<file path="config.mk">
export PLATFORM = sky130hd
export DESIGN_NAME = olid_cell
export DESIGN_NICKNAME = d
export VERILOG_FILES = /design/src/olid_pkg.sv /design/src/olid_cell.sv
export SDC_FILE = /design/constraint.sdc
export NUM_CORES = 1
export LEC_CHECK = 0
export BUFFER_PORTS_ARGS = -buffer_cell sky130_fd_sc_hd__clkbuf_2
export CAP_MARGIN = 20
export CORE_ASPECT_RATIO = 2
export CORE_MARGIN = 2
export CORE_UTILIZATION = 31
export CTS_CLUSTER_SIZE = 8
export DETAILED_ROUTE_END_ITERATION = 8
export GPL_TIMING_DRIVEN = 0
export PLACE_DENSITY = 0.88
export SYNTH_ARGS = -nofsm -noshare
export SYNTH_HDL_FRONTEND = slang
export SYNTH_SLANG_ARGS = --single-unit
</file>
<file path="constraint.sdc">
create_clock -name aclk -period 2.4 [get_ports aclk]
set_clock_uncertainty 0.05 [all_clocks]
set_input_delay 0.24 -clock aclk [delete_from_list [all_inputs] [get_ports aclk]]
set_output_delay 0.24 -clock aclk [all_outputs]
set_load 0.05 [all_outputs]
</file>
<file path="src/olid_pkg.sv">
// Shared constants and types for the ordered list insert/delete core.
package olid_pkg;

    localparam int CAPACITY_DEF = 128;
    localparam int WORD_W       = 32;
    localparam int POS_W        = 7;
    localparam int COUNT_OUT_W  = 8;
    localparam int KIND_W       = 2;
    localparam int STATUS_W     = 2;
    // cells per registered read group
    localparam int GROUP_SIZE   = 16;

    localparam logic [KIND_W-1:0] KIND_APPEND = 2'd0;
    localparam logic [KIND_W-1:0] KIND_FRONT  = 2'd1;
    localparam logic [KIND_W-1:0] KIND_DELETE = 2'd2;
    localparam logic [KIND_W-1:0] KIND_READ   = 2'd3;

    localparam logic [STATUS_W-1:0] STATUS_DONE   = 2'd0;
    localparam logic [STATUS_W-1:0] STATUS_FULL   = 2'd1;
    localparam logic [STATUS_W-1:0] STATUS_BADPOS = 2'd2;
    localparam logic [STATUS_W-1:0] STATUS_RSVD   = 2'd3;

    typedef enum logic [1:0] {
        CELL_HOLD,
        CELL_APPEND,
        CELL_FRONT,
        CELL_DELETE
    } cell_op_t;

    typedef enum logic {
        ST_IDLE,
        ST_READ
    } state_t;

endpackage

</file>
<file path="src/olid_cell.sv">
// One list cell: holds a single entry and trades it with its neighbours.
module olid_cell #(
    parameter int INDEX = 0,
    parameter int CW    = 8
) (
    input  logic                     aclk,
    input  olid_pkg::cell_op_t       op,
    input  logic [CW-1:0]            cnt,
    input  logic [CW-1:0]            pos,
    input  logic [olid_pkg::WORD_W-1:0] value,
    input  logic [olid_pkg::WORD_W-1:0] left,
    input  logic [olid_pkg::WORD_W-1:0] right,
    input  logic                     rd_en,
    output logic [olid_pkg::WORD_W-1:0] data_q,
    output logic [olid_pkg::WORD_W-1:0] rd_data
);
    import olid_pkg::*;

    localparam logic [CW-1:0] IDX = CW'(INDEX);

    logic [WORD_W-1:0] data_reg;
    logic [WORD_W-1:0] data_next;

    always_comb begin
        data_next = data_reg;
        case (op)
            CELL_APPEND: begin
                if (cnt == IDX) begin
                    data_next = value;
                end
            end
            CELL_FRONT: begin
                // shift up; the front cell takes the new word
                data_next = (INDEX == 0) ? value : left;
            end
            CELL_DELETE: begin
                if (IDX >= pos) begin
                    data_next = right;
                end
            end
            default: begin
                data_next = data_reg;
            end
        endcase
    end

    always_ff @(posedge aclk) begin
        data_reg <= data_next;
    end

    assign data_q  = data_reg;
    assign rd_data = (rd_en && (pos == IDX)) ? data_reg : '0;

endmodule

</file>
==> qor.yml, run 1 <==
status: "complete, no violations"
syn-num-nets: 228
cp-start-kind: "input port"
powerDensity_nw_per_um2: 587
path_clk_slew_ns: 0.07
dpl.cell_count: 317
cts-buffers-inserted: 5
clock_sinks: 32
seq_power_share: 0.473
postCtsSetupBuffers: 0
dr_wl_met2_mm: 2.44
tritoncts: "done"
syn_avg_cell_area_um2: 14.7
m1WireLength_mm: 1.54
antenna_found_initial: 0
layout_setup_ws_ns: 0.632
fmax_ghz: 0.566
synth_top_area_share: 0.585
ant_nets: 0
sw_frac_of_total: 0.326
syn_inst: 112
cts-root-buf: "clkbuf_8"
intPower_mw: 1.01
drc: 0
maxCapViolCount: 0
n_fill_cell: 486
layout-drive-gt1-share: 0.738
holdBufCountCts: 0
routed_via_density: 4.55
p_switching_uw: 488
place_area_um2: 2460
num_vias: 1480
grt_start_max_net_pins: 33
min_from: "right[11]"
grt_pass1_vias: 1512
die_w_um: 55.5
syn_area_um2: 1640
yosysTopAreaCell: "edfxtp_1"
track_usage: 0.155
final_util: 0.495
coreArea_um2: 5140
final_max_slew_viol_count: 0
end_kind: "output port"
fin_cells: 325
syn_to_final_growth_pct: 55.0
pre_cts_slack_ns: 0.263
p_comb_frac: 0.260
row_count: 37
crit_type: "input port to output port"
cts_max_path_buffers: 2
grt_pass1_wl_mm: 7.01
fin_nets: 382
drt_iter0_drc: 36
multi_input_area_um2: 639
antenna_cells: 0
slew_headroom: 0.431
die-area_um2: 5930
critical_path_arrival_ns: 1.48
largest_register_ff_count: 32
cts_resized: 0
top_layer: "met4"
holdWs_ns: 0.209
worstHoldPathType: "input port to flip-flop"
first_pass_iters: 3
min_path_cells: 2
ir_drop_uv: 309
critPathRequiredTime_ns: 2.11
gp_congestion: 0.693
p_leak_nw: 1.26
post-route-period-util: 0.737
finalInstanceArea_um2: 2540
tightest_slew_ns: 0.852
initial_utilization: 0.319
yosysSeqAreaShare: 0.585
seqCellArea_um2: 961
routed_wl_mm: 4.51
htreeDepth: 2
ys_ff_latch: 32
whs_endpoint: "data_q[11]"
wl_met3_um: 376
hold_viol_final: 0
synth_area_leaders: "edfxtp_1 (59%), mux2_2 (22%), and2_1 (12%), buf_6 (2.1%), nor4_2 (1.5%)"
rsz0062_at_grt: "no"
numPortBuffers: 147
p_clk_frac: 0.267
min_period_ns: 1.77
die_h_um: 107
yosys_warnings: 0
crit_fanout: 10
ys_types: 12
grt-ovfl-total: 0
total_power_mw: 1.49
hpwl_mm: 3.79
fin_setup_tns_ns: 0
finalSetupViolations: 0
io_pins: 180
post_drt_wl_per_cell_um: 13.9
-- cells in the mapped netlist (all sizes together) --
library cell  count
a21oi             1
a41oi             1
and2             32
and3              1
buf               6
edfxtp           32
mux2             32
nand2             1
nor2              3
nor4              3
-- layout make-up --
cell class,count,area share
Buffer,6,0.0192
Clock buffer,5,0.0270
Sequential cell,32,0.378
Tap cell,58,0.0285
Clock inverter,3,0.00737
Timing Repair Buffer,147,0.289
Multi-Input combinational cell,74,0.251
-- critical path, cell delays in order --
cell and delay [ns]:
clkbuf_2 0.08, nor4_2 0.32, and3_4 0.28, buf_6 0.14
and2_1 0.14, clkbuf_2 0.27
-- placed cells by master (no fill, tap or decap), types with 2 or more instances in the layout --
cell type,n
clkbuf_2,147
mux2_2,32
and2_1,32
edfxtp_1,32
clkbuf_8,5
buf_2,3
buf_6,3
nor4_2,2
nor2_1,2
clkinv_2,2
-- power groups by stage --
stage | registers, mW | clock network (mW) | logic [mW]
6_report | 0.706 | 0.400 | 0.389
5_1_grt | 0.714 | 0.436 | 0.410
2_1_floorplan | 0.902 | 0 | 0.0705
3_5_place_dp | 0.719 | 0 | 0.393
3_3_place_gp | 0.717 | 0 | 0.385
4_1_cts | 0.707 | 0.416 | 0.395
-- cells by family after synthesis --
logic type / synth area share
AND/OR/NAND/NOR: 0.157
flip-flops: 0.585
AO/OA/AOI/OAI: 0.00838
buffers and inverters: 0.0297
multiplexers: 0.220
-- layer usage --
metal  up-vias  global-route usage
met5         -                   0
met4         0              0.0941
met3        11              0.0374
met2       100               0.281
met1       655               0.155
li1        714                   -
-- how the worst max path moves through the flow --
stage | startpoint | endpoint | slack, ns | cells after the start
finish | pos[1] | rd_data[25] | 0.63 | 6
global placement | op[0] | data_q[19] | -0.19 | 5
global route | op[0] | data_q[0] | 0.48 | 5
detailed placement | op[0] | data_q[20] | 0.26 | 5
CTS | op[0] | data_q[0] | 0.57 | 5
floorplan | cnt[5] | data_q[0] | 0.42 | 3
No activity file was read; power rests on OpenSTA's default activity.
==> inputs of run 2 (changes only) <==
clock period = 1.5 ns   (was 2.4 ns; I/O delays follow)
==> run 2 against run 1 <==
The run now ends with negative setup slack left. Clock-buffer cell count did not move. Non-clock buffer count rose by 2. Setup slack got worse by 0.64 ns. Largest cell class is now buffers. Largest power group unchanged. Highest routed layer unchanged.
==> qor.yml, run 2 (synthesis results as in run 1) <==
mostFrequentLayoutCells: "clkbuf_2 (116), mux2_2 (32), edfxtp_1 (32), buf_8 (24), and2_1 (18)"
post_drt_wl_per_cell_um: 15.7  # +13%
tightest_slew_ns: 0.500  # -0.352 ns
die_w_um: 55.5  # unchanged
routed_wl_mm: 5.15  # +14%
num_vias: 1525  # +3.0%
ant_nets: 0  # unchanged
worstHoldPathType: "input port to flip-flop"
pre_cts_slack_ns: -0.520  # -0.783 ns
multi_input_area_um2: 729  # +14%
tritoncts: "done"
critPathRequiredTime_ns: 1.30  # -0.81 ns
grt-ovfl-total: 0  # unchanged
post-route-period-util: 1.01
die_h_um: 107  # unchanged
fmax_ghz: 0.662
first_pass_iters: 4  # +1
sw_frac_of_total: 0.330  # +0.00407
min_path_cells: 2  # unchanged
syn_to_final_growth_pct: 79.4
layout_commonest_cell: "clkbuf_2"
seq_power_share: 0.473  # about the same
finalInstanceArea_um2: 2950  # +16%
fin_nets: 385  # +0.79%
clock_sinks: 32  # unchanged
coreArea_um2: 5140  # unchanged
slew_headroom: 0.666  # +0.235
antenna_cells: 0  # unchanged
grt_pass1_wl_mm: 7.90  # +13%
finalSetupViolations: 6  # +6
cp-start-kind: "input port"
initial_utilization: 0.319  # unchanged
io_pins: 180  # unchanged
layout_setup_ws_ns: -0.0113  # -0.643 ns
layout-drive-gt1-share: 0.803  # +0.0651
p_leak_nw: 1.36  # +8.6%
path_clk_slew_ns: 0.07  # about the same
cts-buffers-inserted: 5  # unchanged
holdBufCountCts: 0  # unchanged
min_period_ns: 1.51
whs_endpoint: "data_q[27]"
final_max_slew_viol_count: 0  # unchanged
largest_register_ff_count: 32  # unchanged
crit_type: "input port to output port"
rsz0062_at_grt: "yes"
p_switching_uw: 796  # +63%
drt_iter0_drc: 63  # +75%
track_usage: 0.176  # +0.0216
min_from: "right[27]"
numPortBuffers: 147  # unchanged
cts-root-buf: "clkbuf_8"
powerDensity_nw_per_um2: 818  # +39%
crit_fanout: 10  # unchanged
drc: 0  # unchanged
gp_congestion: 0.691  # -0.33%
status: "complete, but fails checks"
routed_via_density: 4.66  # +2.4%
row_count: 37  # unchanged
hpwl_mm: 3.76  # -0.82%
htreeDepth: 2  # unchanged
grt_pass1_vias: 1671  # +11%
violations: "negative setup slack"
ir_drop_uv: 536  # +74%
final_util: 0.573  # +0.0779
grt_start_max_net_pins: 17  # -48%
antenna_found_initial: 0  # unchanged
p_comb_frac: 0.269  # +0.009
seqCellArea_um2: 961  # unchanged
end_kind: "output port"
place_area_um2: 2500  # +1.9%
n_fill_cell: 429  # -12%
cts_max_path_buffers: 2  # unchanged
p_clk_frac: 0.258  # -0.009
die-area_um2: 5930  # unchanged
intPower_mw: 1.61  # +60%
maxCapViolCount: 0  # unchanged
critical_path_arrival_ns: 1.31  # -0.17 ns
hold_viol_final: 0  # unchanged
run 2: changes by cell type in the layout (fill, tap and decap cells not counted), moves of 2 or more:
cell,delta
buf_8,+24
nor4_2,-2
clkbuf_2,-31
and2_1,-14
buf_4,+3
clkbuf_8,+6
nor4_4,+3
and2_4,+14
run 2: critical path, cell delays in order:
cell and delay, ns:
clkbuf_2 0.10, nor4_4 0.30, and3_4 0.28, buf_6 0.15
and2_1 0.17, buf_8 0.15
run 2: power groups by stage:
stage	logic [mW]	clock network (mW)	registers [mW]
finish	0.649	0.622	1.14
global route	0.681	0.683	1.15
CTS	0.650	0.652	1.13
detailed placement	0.637	0	1.15
global placement	0.625	0	1.15
floorplan	0.120	0	1.44
run 2: stage by stage:
step                      hold slack (ns)  power (mW)  std cells  setup TNS, ns
after global routing                0.113        2.51        327         -0.902
after detailed placement            0.405        1.79        317         -19.66
after global placement              0.402        1.78        317         -17.78
after CTS                           0.111        2.44        327        -0.0490
final                               0.121        2.41        327        -0.0406
after floorplan                     0.320        1.56        112         -0.466
run 2: worst max path at each step:
stage,start,endpoint,depth (start not counted)
2_1_floorplan,cnt[5],data_q[0],3
3_3_place_gp,op[0],data_q[17],5
3_5_place_dp,op[0],data_q[13],5
4_1_cts,pos[6],rd_data[17],6
5_1_grt,pos[6],rd_data[23],6
6_report,pos[6],rd_data[25],6
run 2: layout make-up:
type                            count  share of cell area
Timing Repair Buffer              149               0.356
Clock buffer                        5              0.0234
Clock inverter                      2             0.00425
Multi-Input combinational cell     75               0.248
Tap cell                           58              0.0246
Buffer                              6              0.0174
Sequential cell                    32               0.326
run 2: per-layer routing:
layer  share of wire  routed length (µm)  vias to the layer above  global-route usage
met1            0.32                1650                      687               0.161
met3           0.084                 431                        8              0.0434
met5               0                   0                        -                   0
met2            0.57                2940                      109               0.339
met4           0.024                 123                        0               0.101
li1                -                   -                      721                   -
run 2: what timing repair did:
action                                  in CTS  in global routing
hold endpoints to repair                     0                  0
buffers inserted                             2                  0
endpoints found under the setup margin      62                 30
gates resized for setup                     63                 37
pin swaps                                    4                  3
gates cloned                                 1                  0
